File: src/design/zwpt_ram.sv
module zwpt_ram #(
  parameter int WIDTH = 8,
  parameter int DEPTH = 16
) (
  input  logic                                     clk,
  input  logic                                     we,
  input  logic [((DEPTH > 1) ? $clog2(DEPTH) : 1)-1:0] waddr,
  input  logic [WIDTH-1:0]                         wdata,
  input  logic                                     re,
  input  logic [((DEPTH > 1) ? $clog2(DEPTH) : 1)-1:0] raddr,
  output logic [WIDTH-1:0]                         rdata
);

  logic [WIDTH-1:0] mem [DEPTH];

  always_ff @(posedge clk) begin
    if (we) begin
      mem[waddr] <= wdata;
    end
    if (re) begin
      rdata <= mem[raddr];
    end
  end

endmodule

File: config.mk
export PLATFORM = sky130hd
export DESIGN_NAME = zwpt_ram
export DESIGN_NICKNAME = d
export VERILOG_FILES = /design/src/design/zwpt_ram.sv
export SDC_FILE = /design/constraint.sdc
export NUM_CORES = 1
export LEC_CHECK = 0
export ABC_AREA = 1
export BUFFER_PORTS_ARGS = -buffer_cell sky130_fd_sc_hd__buf_4
export CORE_ASPECT_RATIO = 1.2
export CORE_MARGIN = 10
export CORE_UTILIZATION = 45
export CTS_BUF_LIST = sky130_fd_sc_hd__clkbuf_16
export CTS_CLUSTER_SIZE = 24
export DETAILED_ROUTE_END_ITERATION = 16
export SLEW_MARGIN = 20
export SYNTH_ARGS = -nofsm -noshare
export SYNTH_HDL_FRONTEND = slang
export SYNTH_SLANG_ARGS = --single-unit
File: constraint.sdc
create_clock -name clk -period 1.3 [get_ports clk]
set_input_delay 0.13 -clock clk [delete_from_list [all_inputs] [get_ports clk]]
set_output_delay 0.13 -clock clk [all_outputs]
set_load 0.02 [all_outputs]
=== Word level (Yosys, flattened, before mapping) ===
Memories as Yosys holds them, arrays and structs flattened. A register that Yosys moved wholly into a read port is not among the register bits.
Cells that the tools add are included.

* Mux-type cells: 2

{| class="wikitable"
|+ Operator list
! kind !! count
|-
| $mux W1 || 2
|}

* Register bits after elaboration: 0
* Output and inout bits: 8
* RAM bits: 128
* Memories: 1

{| class="wikitable"
|+ Memory list
! name !! words !! bits a word !! read ports !! clocked after memory_dff !! wr ports !! line !! RTL
|-
| mem || 16 || 8 || 1 || 1 || 1 || 14 || <nowiki>logic [WIDTH-1:0] mem [DEPTH];</nowiki>
|}

=== Logic depth before layout (Yosys ltp) ===
* Depth after elaboration: 2
* Gate-level depth with buffers: 8
* Gate-level depth less buffers: 7

=== Worst setup path after synthesis ===
No wires, ideal clock.

* Path type: input port to flip-flop
* Start point: in waddr[2] in the netlist's numbering
* End point: mem mem[10][0], enable pin
* Arrival time: 0.711 ns
* Buffers on the path: 0
* Data required time: 0.930 ns
* Setup slack: 0.219 ns
* Stages: 2
* Cell sequence: nand3b_1 > nor2_1

{| class="wikitable"
|+ RTL lines
! element !! line !! RTL
|-
| start: declaration || 7 || <nowiki>input logic [((DEPTH > 1) ? $clog2(DEPTH) : 1)-1:0] waddr,</nowiki>
|-
| end: declaration || 14 ||
|}

No word-level cell before the write port.

==> results.ini <==
[status]
outcome=finished, final reports clean

[yosys]
ys_ff_latch=136
synthFlopType=edfxtp_1
yosysTopAreaCell=edfxtp_1
syn_area_sq_um=5850
synth.distinct_cells=11
netlist.area_leader.share_pct=69.8
async_reset_ff_share_pct=0
synth_area_per_cell_sq_um=10.6
synth_commonest_cells=nand2_1 (173), edfxtp_1 (136), inv_1 (100), nand3_1 (97), nor2_1 (17)
yosysSeqAreaShare_pct=69.8
ys_warn_count=0
synth_area_leaders=edfxtp_1 (70%), nand2_1 (11%), nand3_1 (8.3%)
synth-edff-count=136
synth_most_common_cell=nand2_1
synth_fp_nets=570
postSynthCellCount=551

[power_and_ir_drop]
p_int_w=0.00892
vdd_drop_max_mv=0.844
p_leak_nw=3.03
comb_power_share_pct=6.0
p_clk_share_pct=49.4
p_per_area_nw_per_um2=1590
p_total_w=0.0111
switchingPower_w=0.00221
switching_share_pct=19.9
seqPwrFrac_pct=44.6

[routing]
firstDrtPassIters=5
final_antenna_net_count=0
route.detailed.drc=0
wirelength_microns=12600
wl_per_cell_microns=16.3
initialDrtViolationCount=253
viasPerCell=4.87
vias=3775

[clock_network]
h-tree-depth=4
cts_tree=done
postCtsHoldBufs=0
cts_resized=0
post_cts_buffers=0
clockBufferDepth=2
clk_latency_ps=420
root_buffer=clkbuf_16
cts_sinks=136
numCtsBuffers=17
path_clk_slew_ps=60

[sta]
tns_ps=0
fin_crit_ps=1160
max_freq_ghz=0.864
worstMarginPinSlew_ps=606
post-route-period-util_pct=89.1
slew-limit-headroom_pct=59.6
slew_viol_final=0
setup_viol=0
rsz0062_at_grt=no
hold_violations=0
fin_skew_ps=9.50

[die]
dieWidth_microns=124
fp-row-count=45
io_pins=27
start_util_pct=46.2
dieArea_sq_um=18000
core_area_sq_um=12700
die_h_microns=145

[global_routing]
antenna_found_initial=0
grt_overflow_total=0
grt_pass1_wl_microns=19600
grt_start_max_net_pins=57
grt_usage_pct=14.8
grt_pass1_vias=3708

[layout]
multiInputGateArea_sq_um=1210
nNetsFinal=618
drive_gt1_share_pct=13.7
diodes=0
postLayoutCoreUtil_pct=55.4
fill_cells=1085
layout.cells.non_filler=775
synthToLayoutAreaGrowth_pct=19.9
seqCellArea_sq_um=4080
design_area_sq_um=7010

[setup_path]
cp-startpoint=mem[11][1]
worstReg2RegStart=mem[11][1]
start_kind=flop
critPathKind=flop to flop
arrival_ps=1320
cp-end-kind=flop
path_max_fanout=1
required_ps=1460

[placement]
portBuffers=26
place_inst=744
gp_congestion=0.763
place_hpwl_microns=8030
dpl_cell_area_sq_um=6330

[worst_hold_path]
hp-class=primary input to flop
hp-start=re

[run]
drv_cap=0

## flip-flops by register name (all words and copies together) (netlist names)
register and count:
mem 128, rdata 8
## through the flow
stage / hold slack (ps) / setup WS [ps]
after global placement: 437 / -55.5
after global routing: 6.63 / 49.4
final: 7.71 / 142
after detailed placement: 441 / -78.3
after floorplan: 229 / 219
after CTS: 7.03 / 136
## placed cells by master (no fill, tap or decap), drive strengths merged
cell      count
clkinv        4
clkinvlp      3
clkbuf       17
buf          53
nand2       173
inv         102
nand3b        2
bufinv        7
nand3        97
nor2         17
edfxtp      136
## layout make-up
cell class	instances	share of cell area, %
sequential	136	58.2
clock inverter	14	3.62
multi-input combinational	289	17.3
tap	164	2.93
inverter	102	5.46
clock buffer	17	6.07
timing repair buffer	53	6.39
## power groups by stage
stage | Sequential (W) | Clock [W] | Combinational [W]
after global routing | 0.00497 | 0.00576 | 0.000744
after detailed placement | 0.00506 | 0 | 0.000670
final | 0.00496 | 0.00550 | 0.000668
after floorplan | 0.00508 | 0 | 0.000346
after CTS | 0.00496 | 0.00557 | 0.000674
after global placement | 0.00505 | 0 | 0.000658
## routing by layer
metal,global-route usage (%),up-vias,part of all wire (%)
met3,3.88,19,4.7
met5,0,-,0
met2,23.1,89,47
met1,18.9,1792,45
met4,6.86,0,2.6
li1,-,1875,-
## kinds of logic (layout without fill, tap and decap cells)
kind of cell | count (synthesis) | after routing | synth area share (%)
buffers and inverters | 126 | 186 | 9.39
and+or+nand+nor | 289 | 289 | 20.8
DFF | 136 | 136 | 69.8
## path summary, 6_finish.rpt
kind | cells past startpoint | to | slack (ps)
max | 6 | rdata[1] | 140
min | 1 | rdata[5] | 8
max reg2reg | 6 | rdata[1] | 140
min reg2reg | 6 | rdata[2] | 760
## worst max-delay path, stage by stage, from the launching register on
cell and delay [ps]:
edfxtp_1 360, inv_1 60, nand2_1 40, nand3_1 100, nand3_1 110, nand3_1 160
nand2_1 80
Note: power is estimated with default switching activity, not from simulation.
