$ cat src/design/zwpt_pkg.sv
package zwpt_pkg;

  // Storage sizing.
  localparam int MAX_BANDS    = 1024;
  localparam int POINTER_BITS = 21;
  localparam int PTR_W        = POINTER_BITS;
  localparam int BAND_AW      = (MAX_BANDS > 1) ? $clog2(MAX_BANDS) : 1;
  localparam int BAND_CW      = $clog2(MAX_BANDS + 1);

  // Fixed field widths.
  localparam int OP_W         = 3;
  localparam int BAND_W       = 10;
  localparam int SECT_W       = 21;
  localparam int NB_W         = 11;
  localparam int ST_W         = 3;
  localparam int ADDR_W       = 30;
  localparam int OUT_PTR_W    = 21;
  localparam int CFG_IDX_W    = 1;
  localparam int CFG_DATA_W   = 21;

  // Opcodes.
  localparam logic [OP_W-1:0] OP_READ     = 3'd0;
  localparam logic [OP_W-1:0] OP_WRITE    = 3'd1;
  localparam logic [OP_W-1:0] OP_RST_BAND = 3'd2;
  localparam logic [OP_W-1:0] OP_RST_ALL  = 3'd3;
  localparam logic [OP_W-1:0] OP_QUERY    = 3'd4;

  // Status codes.
  localparam logic [ST_W-1:0] ST_OK       = 3'd0;
  localparam logic [ST_W-1:0] ST_BAD_BAND = 3'd1;
  localparam logic [ST_W-1:0] ST_RANGE    = 3'd2;
  localparam logic [ST_W-1:0] ST_OFF_PTR  = 3'd3;
  localparam logic [ST_W-1:0] ST_PAST_PTR = 3'd4;

  // Configuration register indexes.
  localparam logic [CFG_IDX_W-1:0] CFG_NUM_BANDS = 1'd0;
  localparam logic [CFG_IDX_W-1:0] CFG_ZONE_LEN  = 1'd1;

  typedef struct packed {
    logic [OP_W-1:0]   opcode;
    logic [BAND_W-1:0] band;
    logic [SECT_W-1:0] offset;
    logic [SECT_W-1:0] count;
  } cmd_t;

  typedef struct packed {
    logic [ST_W-1:0]      status;
    logic [ADDR_W-1:0]    sector_address;
    logic [OUT_PTR_W-1:0] write_pointer;
    logic                 ptr_we;
    logic [PTR_W-1:0]     ptr_wdata;
    logic                 vld_we;
    logic                 vld_wdata;
    logic                 rst_all;
  } chk_t;

endpackage

$ cat src/design/zwpt_check.sv
module zwpt_check (
  input  zwpt_pkg::cmd_t                   cmd,
  input  logic [zwpt_pkg::NB_W-1:0]        num_bands,
  input  logic [zwpt_pkg::SECT_W-1:0]      zone_len,
  input  logic [zwpt_pkg::ADDR_W-1:0]      prod,
  input  logic                             vld_rd,
  input  logic [zwpt_pkg::PTR_W-1:0]       ptr_rd,
  output zwpt_pkg::chk_t                   chk
);
  import zwpt_pkg::*;

  logic [PTR_W-1:0]        ptr_cur;
  logic [PTR_W-1:0]        ptr_o;
  logic [SECT_W:0]         sum_oc;
  logic [32:0]             sum33;
  logic [32:0]             ptr33;
  logic [32:0]             off33;
  logic [32:0]             nxt33;
  logic [PTR_W+OUT_PTR_W-1:0] ptr_ext;
  logic                    bad;

  always_comb begin
    ptr_cur = vld_rd ? ptr_rd : '0;
    sum_oc  = {1'b0, cmd.offset} + {1'b0, cmd.count};
    sum33   = 33'(sum_oc);
    ptr33   = 33'(ptr_cur);
    off33   = 33'(cmd.offset);
    nxt33   = ptr33 + 33'(cmd.count);
    bad     = ({1'b0, cmd.band} >= num_bands) ||
              (32'(cmd.band) >= 32'(MAX_BANDS));

    ptr_o              = ptr_cur;
    chk.status         = ST_OK;
    chk.sector_address = prod + ADDR_W'(cmd.offset);
    chk.ptr_we         = 1'b0;
    chk.ptr_wdata      = nxt33[PTR_W-1:0];
    chk.vld_we         = 1'b0;
    chk.vld_wdata      = 1'b0;
    chk.rst_all        = 1'b0;

    if (cmd.opcode == OP_RST_ALL) begin
      chk.sector_address = '0;
      ptr_o              = '0;
      chk.rst_all        = 1'b1;
    end else if (bad) begin
      chk.status = ST_BAD_BAND;
      ptr_o      = '0;
    end else begin
      case (cmd.opcode)
        OP_READ: begin
          if (cmd.offset >= zone_len) begin
            chk.status = ST_RANGE;
          end else if (sum33 > ptr33) begin
            chk.status = ST_PAST_PTR;
          end
        end
        OP_WRITE: begin
          if (sum_oc > {1'b0, zone_len}) begin
            chk.status = ST_RANGE;
          end else if (off33 != ptr33) begin
            chk.status = ST_OFF_PTR;
          end else begin
            ptr_o         = nxt33[PTR_W-1:0];
            chk.ptr_we    = 1'b1;
            chk.vld_we    = 1'b1;
            chk.vld_wdata = 1'b1;
          end
        end
        OP_RST_BAND: begin
          chk.vld_we = 1'b1;
          ptr_o      = '0;
        end
        default: begin
          // Query and the unused opcodes report the current pointer.
        end
      endcase
    end

    ptr_ext           = {{OUT_PTR_W{1'b0}}, ptr_o};
    chk.write_pointer = ptr_ext[OUT_PTR_W-1:0];
  end

endmodule

$ cat config.mk
export PLATFORM = sky130hd
export DESIGN_NAME = zwpt_check
export DESIGN_NICKNAME = d
export VERILOG_FILES = /design/src/design/zwpt_pkg.sv /design/src/design/zwpt_check.sv
export SDC_FILE = /design/constraint.sdc
export NUM_CORES = 1
export LEC_CHECK = 0
export BUFFER_PORTS_ARGS = -buffer_cell sky130_fd_sc_hd__buf_2
export CAP_MARGIN = 20
export CORE_MARGIN = 8
export CORE_UTILIZATION = 48
export DETAILED_ROUTE_END_ITERATION = 6
export PLACE_DENSITY = 0.81
export SLEW_MARGIN = 20
export SYNTH_ARGS = -nofsm -noshare
export SYNTH_HDL_FRONTEND = slang
export SYNTH_SLANG_ARGS = --single-unit
$ cat constraint.sdc
create_clock -name vclk -period 5.2
set_clock_uncertainty 0.1 [all_clocks]
set_input_delay 0.78 -clock vclk [all_inputs]
set_output_delay 0.78 -clock vclk [all_outputs]
set_load 0.02 [all_outputs]
* Word level (Yosys, flattened, before mapping)
Index checks and enable logic that the tools add are counted.
Storage, ports and cells: register bits after elaboration 0, RAM bits 0, bits in read-only memories 0, output and inout bits 79, input bits 139, latch bits 0, word-level logic and storage cells 38, memories kept 0
Operators by class: mux-type cells 26, equality and inequality tests 4, bitwise operators 0, reductions and logical operators 1, div/mod/pow operators 0, $add $sub $neg 3, $lt $le $gt $ge 4, shifts and indexed selects 0, $mul 0
Operator list (count):
- 21-bit 2-to-1 mux | 5
- 22-bit by 21-bit greater-than comparator with 1-bit output | 2
- 21-bit one-hot mux with 2 select lines | 1
- 30-bit by 21-bit adder with 30-bit output | 1
- 30-bit 2-to-1 mux | 1
- 21-bit by 21-bit adder with 22-bit output | 1
- 21-bit adder | 1
- 21-bit greater-or-equal comparator | 1
- 21-bit inequality test | 1
- 2-bit 2-to-1 mux | 6
- 3-bit 2-to-1 mux | 4
- 10-bit by 11-bit greater-or-equal comparator with 1-bit output | 1
- 1-bit 2-to-1 mux | 7
- 3-bit by 2-bit == test with 1-bit output, second input constant | 2
- 3-bit one-hot mux with 2 select lines | 1
- 3-bit by 1-bit == test with 1-bit output, second input constant | 1
- 3-bit zero test | 1
- 1-bit one-hot mux with 2 select lines | 1

* Longest topological paths before layout
depth in word-level cells 7, mapped depth 21, depth with buffers taken out 19

* Worst setup path after synthesis
OpenSTA, ideal clock, no wires.
kind input to output, start point input cmd[14] in the netlist's numbering, end point output chk[26] in the netlist's numbering, buffers on the path 2, arrival time 4606 ps, stages 20, slack -286 ps, required time 4320 ps, cell sequence ha_1 -> clkbuf_1 -> nand2_1 -> nor2_1 -> nand4_1 -> a21oi_1 -> o21ai_0 -> a21boi_0 -> nor4_1 -> a311o_1 -> ha_1 -> and4_1 -> and4b_1 -> o31ai_1 -> o211ai_1 -> a22oi_2 -> nand3_1 -> or3_4 -> buf_6 -> o22ai_1
RTL lines:
- from (decl) | line zwpt_check.sv:2 | input zwpt_pkg::cmd_t cmd,
- to (decl) | line zwpt_check.sv:8 | output zwpt_pkg::chk_t chk

==> results_dict.tcl <==
set metrics [dict create \
    grt_first_pass_wirelength_um 39500 \
    vias_per_cell 5.86 \
    crit_top_cell "o211ai_1" \
    pwr-share-comb 1.000 \
    final_cells 1353 \
    total_power_mw 1.27 \
    timing.fmax_mhz 174 \
    max_slew.worst_pin.slew_ps 632 \
    p_per_area_nw_per_um2 144 \
    portBuffers 218 \
    clkbuf_count 0 \
    p_int_mw 0.555 \
    slowest_delay_ps 460 \
    core_area_um2 12100 \
    switching_share 0.562 \
    fin_crit_ps 5740 \
    filler_cell_count 947 \
    netSwitchingPower_mw 0.713 \
    avgSynthCellArea_um2 6.83 \
    critical_path_required_ps 4320 \
    arrival_ps 4860 \
    firstDrtPassIters 5 \
    slew_headroom 0.578 \
    synth_top_cell_by_area "ha_1" \
    ys_seq_area_frac 0 \
    crit_type "in2out" \
    synthesis.nets 1145 \
    status "complete, but fails checks" \
    grt_pass1_vias 7864 \
    slowest_stage "or3_4" \
    numPlacedInstances 1335 \
    netlist_area_um2 5930 \
    hold_end "chk[2]" \
    grt_start_max_net_pins 27 \
    seqPwrFrac 0 \
    failed_checks "negative setup slack" \
    drt_first_iter_violations 709 \
    end_kind "output pin" \
    synthToLayoutAreaGrowth_pct 48.4 \
    finalMaxSlewViolations 0 \
    cts_hold_buffers 0 \
    hp-start "cmd[54]" \
    dieArea_um2 16200 \
    leakage_nw 4.61 \
    num_io_pins 218 \
    hpwl_um 20600 \
    ys_types 70 \
    die_height_um 127 \
    via_count 7923 \
    layout_commonest_cell "buf_2" \
    worstPathMaxFanout 7 \
    synth_top_cell_area_share 0.285 \
    wl_per_cell_um 18.7 \
    drive_gt1_frac 0.336 \
    flops_and_latches 0 \
    finalHoldViolCount 0 \
    ys.warnings.count 0 \
    fin_crit_sh 1.10 \
    hold_class "in2out" \
    whs_path_depth 3 \
    hold_ws_ps 1810 \
    wirelength_um 25200 \
    antenna_found_initial 2 \
    multi_input_area_um2 5930 \
    die_w_um 127 \
    setup_slack_ps -543 \
    grt-ovfl-total 0 \
    peakVddDrop_v 0.0000822 \
    fin_nets 1462 \
    row_count 40 \
    setup_viol 25 \
    seq_area_um2 0 \
    start_kind "primary input" \
    utilization 0.730 \
    initial_utilization 0.492 \
    rsz0062_at_grt "true" \
    syn_inst 868 \
    cp_cell_sequence "buf_8 -> ha_4 -> o211ai_1 -> o211ai_1 -> nand4_1 -> a21oi_2 -> o21ai_2 -> a21boi_2 -> nor4_1 -> a311o_1 -> ha_1 -> and4_1 -> and4b_1 -> o31ai_1 -> o211ai_1 -> a22oi_2 -> nand3_1 -> or3_4 -> buf_12 -> o22ai_4 -> buf_6" \
    max_cap_violations 0 \
    drc_errors 0 \
    pwr-share-clk 0 \
    layout_common_cells "buf_2 (181), ha_1 (129), buf_4 (108), inv_1 (103), nand2_1 (72)" \
    grt_use_total 0.295 \
    netlist_top_cells_area "ha_1 (28%), inv_1 (6.6%), a21oi_1 (5.7%), xor2_1 (4.7%), nand2_1 (4.7%)" \
    place_congestion 0.968 \
    ant_nets 0 \
]
==> worst max path at each step <==
stage / start / end / slack [ps] / cells after the start
floorplan: cmd[23] / chk[24] / -10 / 20
finish: cmd[24] / chk[44] / -540 / 21
CTS: cmd[24] / chk[44] / -490 / 21
global placement: cmd[25] / chk[45] / -550 / 21
global route: cmd[3] / chk[28] / -720 / 21
detailed placement: cmd[25] / chk[30] / -610 / 21
==> power groups by stage <==
stage	Clock [mW]	Combinational, mW	Sequential, mW
4_1_cts	0	1.24	0
3_5_place_dp	0	1.13	0
6_report	0.0000000515	1.27	0
5_1_grt	0.0000000514	1.38	0
3_3_place_gp	0	1.10	0
2_1_floorplan	0	0.717	0
==> layout make-up <==
type                            count  area share
Multi-Input combinational cell    747       0.673
Timing Repair Buffer              331       0.257
Inverter                          105      0.0452
Tap cell                          168      0.0239
Antenna cell                        2    0.000568
==> worst max-delay path: cells and delay by family <==
kind / cells / cell delay, ps
and+or+nand+nor: 6 / 1280
AOI/OAI and AO/OA: 10 / 1770
buffers and inverters: 3 / 450
adders and majority gates: 2 / 560
==> metrics by stage <==
step                      cell area [um^2]  setup slack, ps  TNS [ps]
after floorplan                       6140            -13.0     -95.5
after global placement                8080             -554    -13040
after detailed placement              8080             -615    -14620
after CTS                             8770             -489    -11440
after global routing                  8800             -723    -17300
final                                 8800             -543    -12350
==> synthesized netlist by cell type, types with 14 or more instances <==
cell and number:
o21ai_0 52, nand3_1 23, nor2b_1 19, o211ai_1 14
xor2_1 32, xnor2_1 23, o22ai_1 30, inv_1 104
a21o_1 24, nor2_1 68, ha_1 135, a21oi_1 68
nand2_1 74
==> cell families (layout without fill, tap and decap cells) <==
kind of cell / count (synthesis) / in the layout / share of synthesized area
buffers and inverters: 121 / 436 / 0.0814
other: 0 / 2 / 0
AOI/OAI and AO/OA: 272 / 272 / 0.299
muxes: 6 / 6 / 0.0103
xor gates and xnor gates: 55 / 55 / 0.0812
adders and majority gates: 138 / 138 / 0.295
and+or+nand+nor: 276 / 276 / 0.233
==> metal layers <==
layer  vias up  GRT usage  share of wire
li1       3808          -              -
met1      3632      0.352           0.40
met2       394      0.510           0.47
met3        89     0.0466          0.084
met4         0      0.130          0.045
met5         -          0              0
==> what timing repair did <==
action	in CTS	in global routing
gates resized for setup	128	7
endpoints found under the setup margin	27	27
pin swaps	52	19
gates cloned	2	0
setup buffers	17	2
Power figures use the tool's default switching activity.
